$ cat src/hdl/bpd_pkg.sv
package bpd_pkg;

    localparam int SAMPLE_W = 8;
    localparam int CODE_W   = 3;
    localparam int CNT_W    = 4;
    localparam int IDX_W    = 3;
    localparam int DATA_W   = 8;

    localparam logic [CNT_W-1:0] LONG_PRESS_TICKS = 4'd8;

    typedef logic [SAMPLE_W-1:0] sample_t;
    typedef logic [CODE_W-1:0]   code_t;
    typedef logic [CNT_W-1:0]    count_t;
    typedef logic [IDX_W-1:0]    reg_index_t;
    typedef logic [DATA_W-1:0]   reg_data_t;

    localparam code_t CODE_NONE  = 3'd0;
    localparam code_t CODE_BTN1  = 3'd1;
    localparam code_t CODE_BTN2  = 3'd2;
    localparam code_t CODE_BTN3  = 3'd3;
    localparam code_t CODE_BTN4  = 3'd4;
    localparam code_t CODE_SHORT = 3'd1;
    localparam code_t CODE_LONG  = 3'd2;
    localparam code_t CODE_HELD  = 3'd4;

    typedef enum logic [IDX_W-1:0] {
        REG_LADDER_MODE = 3'd0,
        REG_LEVEL_NONE  = 3'd1,
        REG_LEVEL_FOUR  = 3'd2,
        REG_LEVEL_THREE = 3'd3,
        REG_LEVEL_TWO   = 3'd4
    } reg_sel_t;

    typedef struct packed {
        logic    ladder_mode;
        sample_t level_none;
        sample_t level_four;
        sample_t level_three;
        sample_t level_two;
    } cfg_t;

    localparam cfg_t CFG_RESET = '{
        ladder_mode: 1'b0,
        level_none:  8'd224,
        level_four:  8'd181,
        level_three: 8'd149,
        level_two:   8'd64
    };

endpackage

$ cat src/hdl/bpd_in_if.sv
interface bpd_in_if;
    logic                   valid;
    logic                   ready;
    logic [bpd_pkg::SAMPLE_W-1:0] ladder_sample;
    logic                   pin_level;

    modport source (output valid, output ladder_sample, output pin_level, input ready);
    modport sink   (input valid, input ladder_sample, input pin_level, output ready);
endinterface

$ cat src/hdl/bpd_out_if.sv
interface bpd_out_if;
    logic                       valid;
    logic                       ready;
    logic [bpd_pkg::CODE_W-1:0] button_code;

    modport source (output valid, output button_code, input ready);
    modport sink   (input valid, input button_code, output ready);
endinterface

$ cat src/hdl/bpd_cfg_if.sv
interface bpd_cfg_if;
    logic                       valid;
    logic                       ready;
    logic [bpd_pkg::IDX_W-1:0]  index;
    logic [bpd_pkg::DATA_W-1:0] data;

    modport source (output valid, output index, output data, input ready);
    modport sink   (input valid, input index, input data, output ready);
endinterface

$ cat src/hdl/bpd_cfg_regs.sv
module bpd_cfg_regs (
    input  logic          clk,
    input  logic          rst_n,
    bpd_cfg_if.sink       cfg,
    output bpd_pkg::cfg_t cfg_q
);
    import bpd_pkg::*;

    cfg_t cfg_reg;
    cfg_t cfg_next;

    assign cfg.ready = 1'b1;
    assign cfg_q     = cfg_reg;

    always_comb
    begin
        cfg_next = cfg_reg;
        if (cfg.valid)
        begin
            case (reg_sel_t'(cfg.index))
                REG_LADDER_MODE: cfg_next.ladder_mode = cfg.data[0];
                REG_LEVEL_NONE:  cfg_next.level_none  = cfg.data;
                REG_LEVEL_FOUR:  cfg_next.level_four  = cfg.data;
                REG_LEVEL_THREE: cfg_next.level_three = cfg.data;
                REG_LEVEL_TWO:   cfg_next.level_two   = cfg.data;
                default:         cfg_next = cfg_reg;
            endcase
        end
    end

    always_ff @(posedge clk or negedge rst_n)
    begin
        if (!rst_n)
        begin
            cfg_reg <= CFG_RESET;
        end
        else
        begin
            cfg_reg <= cfg_next;
        end
    end

endmodule

$ cat src/hdl/bpd_decode.sv
module bpd_decode (
    input  logic             clk,
    input  logic             rst_n,
    input  bpd_pkg::cfg_t    cfg,
    input  logic             advance,
    input  bpd_pkg::sample_t ladder_sample,
    input  logic             pin_level,
    output bpd_pkg::code_t   button_code
);
    import bpd_pkg::*;

    logic   press_active_reg;
    logic   press_active_next;
    count_t hold_count_reg;
    count_t hold_count_next;
    logic   long_reported_reg;
    logic   long_reported_next;
    code_t  ladder_code;
    code_t  pin_code;
    logic   pressed;
    logic   below_limit;

    assign pressed     = ~pin_level;
    assign below_limit = hold_count_reg < LONG_PRESS_TICKS;

    // The thresholds are tested in a fixed order and the first match wins.
    always_comb
    begin
        if (ladder_sample > cfg.level_none)
        begin
            ladder_code = CODE_NONE;
        end
        else if (ladder_sample > cfg.level_four)
        begin
            ladder_code = CODE_BTN4;
        end
        else if (ladder_sample > cfg.level_three)
        begin
            ladder_code = CODE_BTN3;
        end
        else if (ladder_sample > cfg.level_two)
        begin
            ladder_code = CODE_BTN2;
        end
        else
        begin
            ladder_code = CODE_BTN1;
        end
    end

    always_comb
    begin
        press_active_next  = press_active_reg;
        hold_count_next    = hold_count_reg;
        long_reported_next = long_reported_reg;
        pin_code           = CODE_NONE;
        if (!press_active_reg)
        begin
            if (pressed)
            begin
                press_active_next  = 1'b1;
                hold_count_next    = '0;
                long_reported_next = 1'b0;
                pin_code           = CODE_HELD;
            end
        end
        else if (!pressed)
        begin
            pin_code           = (!long_reported_reg && below_limit) ? CODE_SHORT : CODE_NONE;
            press_active_next  = 1'b0;
            hold_count_next    = '0;
            long_reported_next = 1'b0;
        end
        else if (!long_reported_reg && !below_limit)
        begin
            long_reported_next = 1'b1;
            pin_code           = CODE_LONG;
        end
        else
        begin
            if (!long_reported_reg && below_limit)
            begin
                hold_count_next = hold_count_reg + count_t'(1);
            end
            pin_code = CODE_HELD;
        end
    end

    assign button_code = cfg.ladder_mode ? ladder_code : pin_code;

    always_ff @(posedge clk or negedge rst_n)
    begin
        if (!rst_n)
        begin
            press_active_reg  <= 1'b0;
            hold_count_reg    <= '0;
            long_reported_reg <= 1'b0;
        end
        else if (advance && !cfg.ladder_mode)
        begin
            press_active_reg  <= press_active_next;
            hold_count_reg    <= hold_count_next;
            long_reported_reg <= long_reported_next;
        end
    end

endmodule

$ cat src/hdl/button_press_decoder.sv
// Channel  Role    Transaction payload
// tick     sink    ladder_sample[7:0], pin_level
// code     source  button_code[2:0]
// cfg      sink    index[2:0], data[7:0]
//
// A tick is registered in stage 1 on acceptance and its code is registered in the
// output register as stage 1 advances; one tick is accepted every cycle unless code stalls.
// The press state is updated once per tick in pin mode, as the tick leaves stage 1.
// Reset clears the valid flags, the press state and the mode bit, and loads the
// threshold registers with their default levels.
// A stalled code holds the stage behind it; tick.ready stays high while code.ready is high.
// Configuration writes are always taken, one per cycle.
module button_press_decoder (
    input  logic      clk,
    input  logic      rst_n,
    bpd_in_if.sink    tick,
    bpd_out_if.source code,
    bpd_cfg_if.sink   cfg
);
    import bpd_pkg::*;

    cfg_t    cfg_q;
    logic    s1_valid_reg;
    logic    s1_valid_next;
    sample_t s1_sample_reg;
    logic    s1_pin_reg;
    logic    out_valid_reg;
    logic    out_valid_next;
    code_t   out_code_reg;
    code_t   stage_code;
    logic    out_free;
    logic    advance;
    logic    tick_fire;

    assign out_free   = !out_valid_reg || code.ready;
    assign advance    = s1_valid_reg && out_free;
    assign tick.ready = !s1_valid_reg || out_free;
    assign tick_fire  = tick.valid && tick.ready;

    assign code.valid       = out_valid_reg;
    assign code.button_code = out_code_reg;

    bpd_cfg_regs u_cfg_regs (
        .clk   (clk),
        .rst_n (rst_n),
        .cfg   (cfg),
        .cfg_q (cfg_q)
    );

    bpd_decode u_decode (
        .clk           (clk),
        .rst_n         (rst_n),
        .cfg           (cfg_q),
        .advance       (advance),
        .ladder_sample (s1_sample_reg),
        .pin_level     (s1_pin_reg),
        .button_code   (stage_code)
    );

    always_comb
    begin
        s1_valid_next = s1_valid_reg;
        if (tick_fire)
        begin
            s1_valid_next = 1'b1;
        end
        else if (advance)
        begin
            s1_valid_next = 1'b0;
        end
        out_valid_next = out_valid_reg;
        if (advance)
        begin
            out_valid_next = 1'b1;
        end
        else if (code.ready)
        begin
            out_valid_next = 1'b0;
        end
    end

    always_ff @(posedge clk or negedge rst_n)
    begin
        if (!rst_n)
        begin
            s1_valid_reg  <= 1'b0;
            out_valid_reg <= 1'b0;
        end
        else
        begin
            s1_valid_reg  <= s1_valid_next;
            out_valid_reg <= out_valid_next;
        end
    end

    always_ff @(posedge clk)
    begin
        if (tick_fire)
        begin
            s1_sample_reg <= tick.ladder_sample;
            s1_pin_reg    <= tick.pin_level;
        end
        if (advance)
        begin
            out_code_reg <= stage_code;
        end
    end

endmodule

$ cat src/flat_wrapper.sv
// flat-port wrapper written by rule: the top's interface ports become plain ports
module button_press_decoder_flat import bpd_pkg::*;
  (clk, rst_n, tick_valid, tick_ladder_sample, tick_pin_level, tick_ready, code_valid, code_button_code, code_ready, cfg_valid, cfg_index, cfg_data, cfg_ready);
  bpd_in_if tick_i ();
  bpd_out_if code_i ();
  bpd_cfg_if cfg_i ();
  input  logic clk;
  input  logic rst_n;
  input wire logic [$bits(tick_i.valid)-1:0] tick_valid;
  input wire logic [$bits(tick_i.ladder_sample)-1:0] tick_ladder_sample;
  input wire logic [$bits(tick_i.pin_level)-1:0] tick_pin_level;
  output wire logic [$bits(tick_i.ready)-1:0] tick_ready;
  output wire logic [$bits(code_i.valid)-1:0] code_valid;
  output wire logic [$bits(code_i.button_code)-1:0] code_button_code;
  input wire logic [$bits(code_i.ready)-1:0] code_ready;
  input wire logic [$bits(cfg_i.valid)-1:0] cfg_valid;
  input wire logic [$bits(cfg_i.index)-1:0] cfg_index;
  input wire logic [$bits(cfg_i.data)-1:0] cfg_data;
  output wire logic [$bits(cfg_i.ready)-1:0] cfg_ready;
  assign tick_i.valid = tick_valid;
  assign tick_i.ladder_sample = tick_ladder_sample;
  assign tick_i.pin_level = tick_pin_level;
  assign tick_ready = tick_i.ready;
  assign code_valid = code_i.valid;
  assign code_button_code = code_i.button_code;
  assign code_i.ready = code_ready;
  assign cfg_i.valid = cfg_valid;
  assign cfg_i.index = cfg_index;
  assign cfg_i.data = cfg_data;
  assign cfg_ready = cfg_i.ready;
  button_press_decoder u_core (.clk(clk), .rst_n(rst_n), .tick(tick_i), .code(code_i), .cfg(cfg_i));
endmodule
$ cat config.mk
export PLATFORM = sky130hd
export DESIGN_NAME = button_press_decoder_flat
export DESIGN_NICKNAME = d
export VERILOG_FILES = /design/src/hdl/bpd_pkg.sv /design/src/hdl/bpd_in_if.sv /design/src/hdl/bpd_out_if.sv /design/src/hdl/bpd_cfg_if.sv /design/src/hdl/bpd_cfg_regs.sv /design/src/hdl/bpd_decode.sv /design/src/hdl/button_press_decoder.sv /design/src/flat_wrapper.sv
export SDC_FILE = /design/constraint.sdc
export NUM_CORES = 1
export LEC_CHECK = 0
export ABC_AREA = 1
export BUFFER_PORTS_ARGS = -buffer_cell sky130_fd_sc_hd__buf_2
export CELL_PAD_IN_SITES_DETAIL_PLACEMENT = 0
export CELL_PAD_IN_SITES_GLOBAL_PLACEMENT = 2
export CORE_AREA = 2 2 119 75
export DETAILED_ROUTE_END_ITERATION = 10
export DIE_AREA = 0 0 121 77
export PLACE_DENSITY_LB_ADDON = 0.05
export SYNTH_ARGS = -nofsm -noshare
export SYNTH_HDL_FRONTEND = slang
export SYNTH_HIERARCHICAL = 1
export SYNTH_SLANG_ARGS = --single-unit
$ cat constraint.sdc
create_clock -name clk -period 4.4 [get_ports clk]
set_input_delay 0.88 -clock clk [delete_from_list [all_inputs] [get_ports clk]]
set_output_delay 0.88 -clock clk [all_outputs]
set_load 0.01 [all_outputs]
==> flow_summary.toml <==
[clock_network]
cts_buffers = 5
clk_latency_ns = 0.29
ctsResizeCount = 0
hold_buffers = 0
htree_levels = 2
post-cts-setup-buffers = 0
clock_sinks = 53
cts.clk_slew.worst_paths_ns = 0.07
clockBufferDepth = 2
cts_tree = "built"
cts.root.buffer_cell = "clkbuf_16"

[yosys]
synth_top_area_cell = "dfrtp_1"
yosysTopAreaCellShare = 0.230
synth_area_leaders = "dfrtp_1 (23%), nand2_1 (16%), ha_1 (14%), edfxtp_1 (12%), dfstp_2 (11%)"
synth_edf_count = 12
synth-seq-cells = 53
ys_async_sr_fraction = 0.774
avgSynthCellArea_um2 = 8.32
ys_warn_count = 6
ys_types = 29
synth_area_um2 = 3050
syn_nets = 424
ys.flop_type = "dfrtp_1"
ys_seq_area_frac = 0.461
syn-instance-count = 366

[die]
die_w_um = 121
core_um2 = 8230
fp-row-count = 26
ios = 31
die-area_um2 = 9320
die_y_um = 77
floorplan.initialDensity = 0.370

[global_route]
grt_first_pass_wirelength_um = 12300
antenna_found_initial = 0
overflow = 0
grt_pass1_vias = 2347
grt_use_total = 0.174
grt_max_degree = 42

[timing]
post-route-period-util = 0.495
period_needed_ns = 2.18
relSlewSlack = 0.366
finClkSkew_ns = 0.00265
hold_viol = 0
fmax_mhz = 459
tightest_slew_ns = 0.950
setup_viol = 0
tns_ns = 0
holdWs_ns = 0.461
finalMaxSlewViolations = 0
rsz0062_at_grt = "false"

[setup_path]
cp-end-kind = "flip-flop"
cp.depth = 5
cpLargestDelayFamily = "simple AND/OR/NAND/NOR gates"
crit_path_frequent_cell = "nand2_1"
cpPeakStageDelay_ns = 0.74
critical_path_buf_inv_count = 1
ff2ff_path_depth = 10
path_class = "in2reg"
cpMaxStageDelayCell = "nor2_2"
worstPathRequired_ns = 4.58
crit_chain = "buf_2 > nor2_2 > nand2_1 > nand2_1 > nand2_1"
crit_fanout = 21
start_kind = "input pin"
arrival_ns = 2.36

[route]
wirelength_um = 7180
drt_iter0_markers = 121
wl_per_cell_um = 14.1
ant_nets = 0
dr.pass1.iters = 4
vias = 2354
vias_per_cell = 4.61
drcViolationCount = 0

[placed_design]
gp_congestion = 0.749
placed_area_um2 = 3310
port_buffers = 29
hpwl_um = 5560

[final_layout]
fin_nets = 456
syn_to_final_growth_pct = 13.9
seqCellArea_um2 = 1400
largest_reg_flops = 33
diodes = 0
multiInputGateArea_um2 = 1400
fillCellCount = 851
utilization = 0.421
layout-drive-gt1-share = 0.158
final_cell_area_um2 = 3470

[pwr]
irDropWorstVdd_uv = 206
power.density_nw_per_um2 = 409
power.leakage_nw = 1.82

[min_path]
min_path_cells = 2
hold_class = "reg2reg"

[run_status]
status = "completed"

[run]
max-cap-violations = 0
[final timing paths]
path                                        startpoint                          end  slack, ns
hold reg to reg            u_core/u_cfg_regs/cfg_q[31]  u_core/u_cfg_regs/cfg_q[31]       0.46
setup reg to reg           u_core/u_cfg_regs/cfg_q[31]   u_core/code.button_code[0]       2.46
min in group asynchronous                        rst_n  u_core/u_cfg_regs/cfg_q[27]       0.73
max in group asynchronous                        rst_n  u_core/u_cfg_regs/cfg_q[22]       3.07
hold / removal             u_core/u_cfg_regs/cfg_q[31]  u_core/u_cfg_regs/cfg_q[31]       0.46
setup / recovery                          cfg_index[2]  u_core/u_cfg_regs/cfg_q[13]       2.22
[synthesized netlist by cell type, types with 4 or more instances]
cell type,instances
dfstp_2,13
a21oi_1,14
o21ai_0,5
inv_2,4
ha_1,33
nand4_1,4
nand3_1,31
edfxtp_1,12
nand2_1,129
inv_1,52
dfrtp_1,28
nor2_1,16
[stage by stage]
step,setup WS (ns),total power [W],instances
finish,2.22,0.00142,511
global route,1.98,0.00154,511
CTS,2.20,0.00144,511
detailed placement,1.90,0.000989,503
global placement,1.92,0.000984,503
floorplan,2.43,0.000881,366
[report_power, final]
part	internal, W	switching (W)
Combinational	0.000126	0.000205
Clock	0.000267	0.000173
Sequential	0.000597	0.0000511
[cells in the final DEF, fill, tap and decap left out]
| cell type | netlist | routed |
|---|---|---|
| nand2_1 | 129 | 129 |
| inv_1 | 52 | 52 |
| ha_1 | 33 | 33 |
| nand3_1 | 31 | 31 |
| buf_2 | 2 | 29 |
| dfrtp_1 | 28 | 28 |
| nor2_1 | 16 | 16 |
| a21oi_1 | 14 | 14 |
| dfstp_2 | 13 | 13 |
| edfxtp_1 | 12 | 12 |
| clkbuf_16 | 0 | 5 |
| o21ai_0 | 5 | 5 |
| inv_2 | 4 | 4 |
| nand4_1 | 4 | 4 |
| nor2_4 | 3 | 3 |
| nor2_2 | 3 | 3 |
| clkinv_1 | 1 | 2 |
| nand2_4 | 2 | 2 |
| o21a_1 | 2 | 2 |
| bufinv_16 | 0 | 1 |
| clkbuf_1 | 0 | 1 |
| nand3_2 | 1 | 1 |
| conb_1 | 1 | 1 |
| a21o_1 | 1 | 1 |
| o21bai_1 | 1 | 1 |
| o21ai_1 | 1 | 1 |
| or4_1 | 1 | 1 |
| o21ai_2 | 1 | 1 |
| a21oi_4 | 1 | 1 |
| xor2_1 | 1 | 1 |
| o22ai_1 | 1 | 1 |
[per-layer routing]
layer | GRT usage | wire length (um)
met5 | 0 | 0
met4 | 0.0349 | 46
met3 | 0.0372 | 355
met2 | 0.234 | 2720
met1 | 0.279 | 4060
[worst min-delay path: stages (launching register included)]
cell	delay [ns]
dfstp_2	0.37
nand2_1	0.05
nand2_1	0.04
[layout make-up]
type,count,share of cell area
Multi-Input combinational cell,252,0.405
Timing Repair Buffer,29,0.0418
Sequential cell,53,0.404
Inverter,57,0.0617
Tap cell,112,0.0404
Clock inverter,2,0.00974
Clock buffer,6,0.0372
[cells by family after synthesis]
| logic type | count (synthesis) | share of synthesized area |
|---|---|---|
| and+or+nand+nor | 190 | 0.268 |
| xor gates and xnor gates | 1 | 0.00288 |
| adders and majority gates | 33 | 0.136 |
| other | 1 | 0.00123 |
| buffers and inverters | 61 | 0.0785 |
| AOI/OAI and AO/OA | 27 | 0.0530 |
| DFF | 53 | 0.461 |
(Power assumes the default switching activity.)
